==> src/hw/rtl/toeq_pkg.sv <==
`timescale 1ns / 1ps
`default_nettype none

package toeq_pkg;

  localparam int unsigned TagW  = 3;
  localparam int unsigned TimeW = 32;
  localparam int unsigned OccW  = 5;

  localparam logic KindInsert = 1'b0;
  localparam logic KindPop    = 1'b1;

  typedef struct packed {
    logic [TagW-1:0]  tag;
    logic [TimeW-1:0] trig_time;
  } entry_t;

  // operation broadcast to every cell in the same cycle
  typedef struct packed {
    logic   ins_en;
    logic   pop_en;
    entry_t new_entry;
  } cell_ctrl_t;

endpackage

`default_nettype wire

==> src/hw/rtl/toeq_cell.sv <==
`timescale 1ns / 1ps
`default_nettype none

module toeq_cell (
  input  wire logic                clk_i,
  input  wire toeq_pkg::cell_ctrl_t ctrl_i,
  input  wire logic                occ_i,
  input  wire logic                left_gt_i,
  input  wire toeq_pkg::entry_t    left_entry_i,
  input  wire toeq_pkg::entry_t    right_entry_i,
  output      toeq_pkg::entry_t    entry_o,
  output      logic                gt_o
);
  import toeq_pkg::*;

  entry_t entry_q, entry_d;

  assign gt_o = occ_i && (entry_q.trig_time > ctrl_i.new_entry.trig_time);

  always_comb begin
    entry_d = entry_q;
    priority if (ctrl_i.ins_en) begin
      priority if (left_gt_i) begin
        entry_d = left_entry_i;
      end else if (gt_o || !occ_i) begin
        entry_d = ctrl_i.new_entry;
      end else begin
        entry_d = entry_q;
      end
    end else if (ctrl_i.pop_en) begin
      entry_d = right_entry_i;
    end else begin
      entry_d = entry_q;
    end
  end

  always_ff @(posedge clk_i) begin
    entry_q <= entry_d;
  end

  assign entry_o = entry_q;

endmodule

`default_nettype wire

==> src/hw/rtl/timestamp_ordered_event_queue_top.sv <==
// timestamp ordered event queue
// input channel s_axis: tuser carries the kind (0 insert, 1 pop), tdata the
// event tag and 16.16 trigger time. every input transfer gives exactly one
// result transfer on m_axis: pop_valid and overflow in tuser, popped tag,
// popped time and the occupancy after the item in tdata.
// entries sit in a row of QUEUE_DEPTH cells, earliest in cell 0. each cell
// compares its own time with the broadcast time and takes the new entry,
// its left neighbour's entry (insert shift) or its right neighbour's entry
// (pop shift), so all cells take an item in the same cycle whatever the occupancy.
// the result is valid in the cycle after the input transfer; one item per
// cycle is sustained while the receiver takes results.
// the result sits in an output register; a new item is accepted in the
// same cycle the waiting result is taken. if the receiver stalls, s_axis
// tready falls until the held result is transferred.
// reset empties the queue and drops any waiting result; no clearing pass.
// a pop on an empty queue returns pop_valid low with zero tag and time; an
// insert into a full queue is dropped with overflow high.
`timescale 1ns / 1ps
`default_nettype none

module timestamp_ordered_event_queue_top #(
  parameter int unsigned QUEUE_DEPTH = 16
) (
  input  wire logic        clk_i,
  input  wire logic        rst_ni,
  input  wire logic        s_axis_tvalid_i,
  output      logic        s_axis_tready_o,
  input  wire logic [39:0] s_axis_tdata_i,   // event_tag, trigger_time, zero fill
  input  wire logic        s_axis_tuser_i,   // kind
  output      logic        m_axis_tvalid_o,
  input  wire logic        m_axis_tready_i,
  output      logic [39:0] m_axis_tdata_o,   // popped_tag, popped_time, occupancy
  output      logic [1:0]  m_axis_tuser_o    // pop_valid, overflow
);
  import toeq_pkg::*;

  localparam int unsigned CntW = $clog2(QUEUE_DEPTH + 1);

  logic            in_xfer;
  logic            empty, full;
  cell_ctrl_t      ctrl;
  entry_t          cell_entry [QUEUE_DEPTH];
  logic            cell_gt    [QUEUE_DEPTH];
  logic            cell_occ   [QUEUE_DEPTH];
  logic [CntW-1:0] count_q, count_d;
  logic [CntW+OccW-1:0] count_ext;

  logic            out_valid_q;
  logic            pop_valid_q, pop_valid_d;
  logic            overflow_q, overflow_d;
  entry_t          popped_q, popped_d;
  logic [OccW-1:0] occ_q, occ_d;

  assign s_axis_tready_o = !out_valid_q || m_axis_tready_i;
  assign in_xfer = s_axis_tvalid_i && s_axis_tready_o;

  assign empty = (count_q == '0);
  assign full  = (count_q == CntW'(QUEUE_DEPTH));

  always_comb begin
    ctrl.ins_en              = in_xfer && (s_axis_tuser_i == KindInsert) && !full;
    ctrl.pop_en              = in_xfer && (s_axis_tuser_i == KindPop) && !empty;
    ctrl.new_entry.tag       = s_axis_tdata_i[TagW-1:0];
    ctrl.new_entry.trig_time = s_axis_tdata_i[TagW+TimeW-1:TagW];
  end

  for (genvar i = 0; i < QUEUE_DEPTH; i++) begin : g_cell
    entry_t left_entry, right_entry;
    logic   left_gt;

    assign cell_occ[i] = (count_q > CntW'(i));

    if (i == 0) begin : g_first
      assign left_entry = ctrl.new_entry;
      assign left_gt    = 1'b0;
    end else begin : g_mid
      assign left_entry = cell_entry[i-1];
      assign left_gt    = cell_gt[i-1];
    end

    if (i == QUEUE_DEPTH - 1) begin : g_last
      assign right_entry = cell_entry[i];
    end else begin : g_inner
      assign right_entry = cell_entry[i+1];
    end

    toeq_cell u_cell (
      .clk_i         (clk_i),
      .ctrl_i        (ctrl),
      .occ_i         (cell_occ[i]),
      .left_gt_i     (left_gt),
      .left_entry_i  (left_entry),
      .right_entry_i (right_entry),
      .entry_o       (cell_entry[i]),
      .gt_o          (cell_gt[i])
    );
  end

  always_comb begin
    count_d = count_q;
    if (ctrl.ins_en) begin
      count_d = count_q + CntW'(1);
    end else if (ctrl.pop_en) begin
      count_d = count_q - CntW'(1);
    end
  end

  assign count_ext   = {{OccW{1'b0}}, count_d};
  assign pop_valid_d = ctrl.pop_en;
  assign overflow_d  = in_xfer && (s_axis_tuser_i == KindInsert) && full;
  assign popped_d    = ctrl.pop_en ? cell_entry[0] : '0;
  assign occ_d       = count_ext[OccW-1:0];

  always_ff @(posedge clk_i or negedge rst_ni) begin
    if (!rst_ni) begin
      count_q     <= '0;
      out_valid_q <= 1'b0;
    end else begin
      count_q <= count_d;
      if (in_xfer) begin
        out_valid_q <= 1'b1;
      end else if (m_axis_tready_i) begin
        out_valid_q <= 1'b0;
      end
    end
  end

  always_ff @(posedge clk_i) begin
    if (in_xfer) begin
      pop_valid_q <= pop_valid_d;
      overflow_q  <= overflow_d;
      popped_q    <= popped_d;
      occ_q       <= occ_d;
    end
  end

  assign m_axis_tvalid_o = out_valid_q;
  assign m_axis_tuser_o  = {overflow_q, pop_valid_q};
  assign m_axis_tdata_o  = {occ_q, popped_q.trig_time, popped_q.tag};

endmodule

`default_nettype wire

==> config.mk <==
export PLATFORM = sky130hd
export DESIGN_NAME = timestamp_ordered_event_queue_top
export DESIGN_NICKNAME = d
export VERILOG_FILES = /design/src/hw/rtl/toeq_pkg.sv /design/src/hw/rtl/toeq_cell.sv /design/src/hw/rtl/timestamp_ordered_event_queue_top.sv
export SDC_FILE = /design/constraint.sdc
export NUM_CORES = 2
export LEC_CHECK = 0
export ABC_AREA = 1
export BUFFER_PORTS_ARGS = -buffer_cell sky130_fd_sc_hd__buf_2
export CAP_MARGIN = 40
export CORE_MARGIN = 5
export CORE_UTILIZATION = 39
export DETAILED_ROUTE_END_ITERATION = 6
export PLACE_DENSITY_LB_ADDON = 0.08
export SLEW_MARGIN = 10
export SYNTH_ARGS = -nofsm -noshare
export SYNTH_HDL_FRONTEND = slang
export SYNTH_HIERARCHICAL = 1
export SYNTH_SLANG_ARGS = --single-unit
==> constraint.sdc <==
create_clock -name clk_i -period 4.85 [get_ports clk_i]
set_input_delay 0.97 -clock clk_i [delete_from_list [all_inputs] [get_ports clk_i]]
set_output_delay 0.97 -clock clk_i [all_outputs]
set_load 0.01 [all_outputs]
==> qor.yml <==
dieArea_sq_um: 122000
path_cells: "inv_1 -> ha_1 -> nand3_1 -> nand3_2 -> inv_8 -> inv_2 -> nor3_1 -> a21oi_4 -> buf_12"
r2r-end: "g_cell[14].u_cell/entry_o[8]"
clock-sinks: 608
wl_met1_um: 64300
clk_pin_slew_worst_paths_ns: 0.06
holdWs_ns: 0.131
core_sq_um: 114000
finalHoldViolations: 0
die_w_um: 349
ant_nets: 0
worst_slack_ns: 1.14
dp_hpwl_um: 97500
final.min_clock_period_ns: 3.71
antenna_found_initial: 0
cts_resized: 0
setup_viol: 0
reg2reg_setup_slack_ns: 1.14
top_layer_used: "met4"
num_io_pins: 89
start_util_pct: 39.2
crit_buf_inv: 4
critPathRequiredTime_ns: 5.23
layout-drive-gt1-share_pct: 10.2
grt_pass1_wl_um: 212000
n_antenna_cell: 0
final.setup.tns_ns: 0
vdd_drop_max_mv: 0.236
gp_congestion: 0.792
grt_pass1_vias: 37700
cp_top_family: "buffers and inverters"
cp_data_arrival_time_ns: 4.10
clock_latency_ns: 0.66
hold_class: "input pin to asynchronous set/reset pin"
max_freq_mhz: 269
drv_cap: 0
total_power_mw: 20.2
yosysWarnings: 6
routed_wl_um: 132000
status: "completed"
path_max_fanout: 107
avgRoutedWirePerCell_um: 18.0
utilization_pct: 43.7
rsz0062_at_grt: "false"
drc: 0
numPortBuffers: 83
reg2regPathDepth: 9
die_y_um: 349
dp.cells: 7159
syn_avg_cell_area_sq_um: 7.90
root_buffer: "clkbuf_16"
dpl_cell_area_sq_um: 47400
htree_levels: 3
row_count: 124
cts_tree: "done"
numCtsBuffers: 80
viasPerCell: 5.17
gr-total-overflow: 0
clk_path_buf_depth: 3
end_kind: "flop"
pre_cts_slack_ns: 0.573
synth_area_sq_um: 44700
first_pass_iters: 5
worst_pin_slew_ns: 0.847
drtIter0Drc: 2527
postCtsHoldBufs: 0
fin_cells: 7301
crit_type: "flop to flop"
num_vias: 37800
synth_fp_nets: 6227
r2r-start: "count_q[0]"
grt_max_degree: 188
relSlewSlack_pct: 43.5
fillerInstances: 11700
cts_setup_buffers: 0
postLayoutCellArea_sq_um: 49900
postSynthCellCount: 5664
final_max_slew_viol_count: 0
min_period_over_period_pct: 76.6
nNetsFinal: 6292
crit_slowest_cell: "inv_2"
routed-wl-met2_um: 60700
grt_usage_pct: 21.3
worstSetupStartpointType: "flop"
critical-path-max-stage-delay_ns: 0.53
fin_skew_ns: 0.0184
wl_met3_um: 4630
cellLeakagePower_nw: 22.9
area_growth_pct: 11.4
power_density_nw_per_um2: 405
[layer usage]
metal | track usage [%] | up-vias
met3 | 2.04 | 120
met4 | 4.41 | 0
met5 | 0 | -
met1 | 30.5 | 18100
met2 | 35.1 | 590
li1 | - | 19000
[layout by cell type (no fill, tap or decap), types with 80 or more instances in the layout]
master        n
nand2_1    1139
o21ai_1     513
nand2_2      81
o21ai_0     646
ha_1        518
nor2_1      730
inv_1       673
a21oi_1     209
edfxtp_1    602
clkbuf_16    80
buf_2        85
buf_4       112
[layout make-up]
| cell class | count | area (sq um) | share of cell area [%] |
|---|---|---|---|
| flip-flops and latches | 608 | 18200 | 36.6 |
| well taps | 1512 | 1890 | 3.79 |
| repair buffers | 214 | 1610 | 3.24 |
| clock buffers | 91 | 2040 | 4.10 |
| clock inverters | 51 | 457 | 0.916 |
| inverters | 739 | 2780 | 5.58 |
| multi-input cells | 4086 | 22800 | 45.8 |
[flip-flops by register name (all words and copies together) (netlist names)]
name                   count
m_axis_tvalid_o            1
count_q                    5
occ_q                      5
m_axis_tdata_o            35
pop_valid_q                1
overflow_q                 1
g_cell.u_cell/entry_o    560
[power breakdown]
part	leakage, nW	switching [mW]	internal [mW]	total (mW)
logic	15.8	4.42	1.99	6.41
clock network	1.23	2.51	3.40	5.90
registers	5.80	0.792	7.07	7.87
total	22.9	7.72	12.5	20.2
[how the worst max path moves through the flow]
stage | from | endpoint | slack [ns] | cells past startpoint
after floorplan | m_axis_tready_i | g_cell[15].u_cell/entry_o[0] | 0.52 | 8
after global placement | s_axis_tdata_i[14] | g_cell[10].u_cell/entry_o[9] | 0.61 | 18
after detailed placement | s_axis_tdata_i[11] | g_cell[3].u_cell/entry_o[8] | 0.57 | 16
after CTS | count_q[0] | g_cell[15].u_cell/entry_o[15] | 1.15 | 9
after global routing | count_q[0] | g_cell[12].u_cell/entry_o[8] | 0.93 | 9
final | count_q[0] | g_cell[14].u_cell/entry_o[8] | 1.14 | 9
No activity file was read; power rests on OpenSTA's default activity.
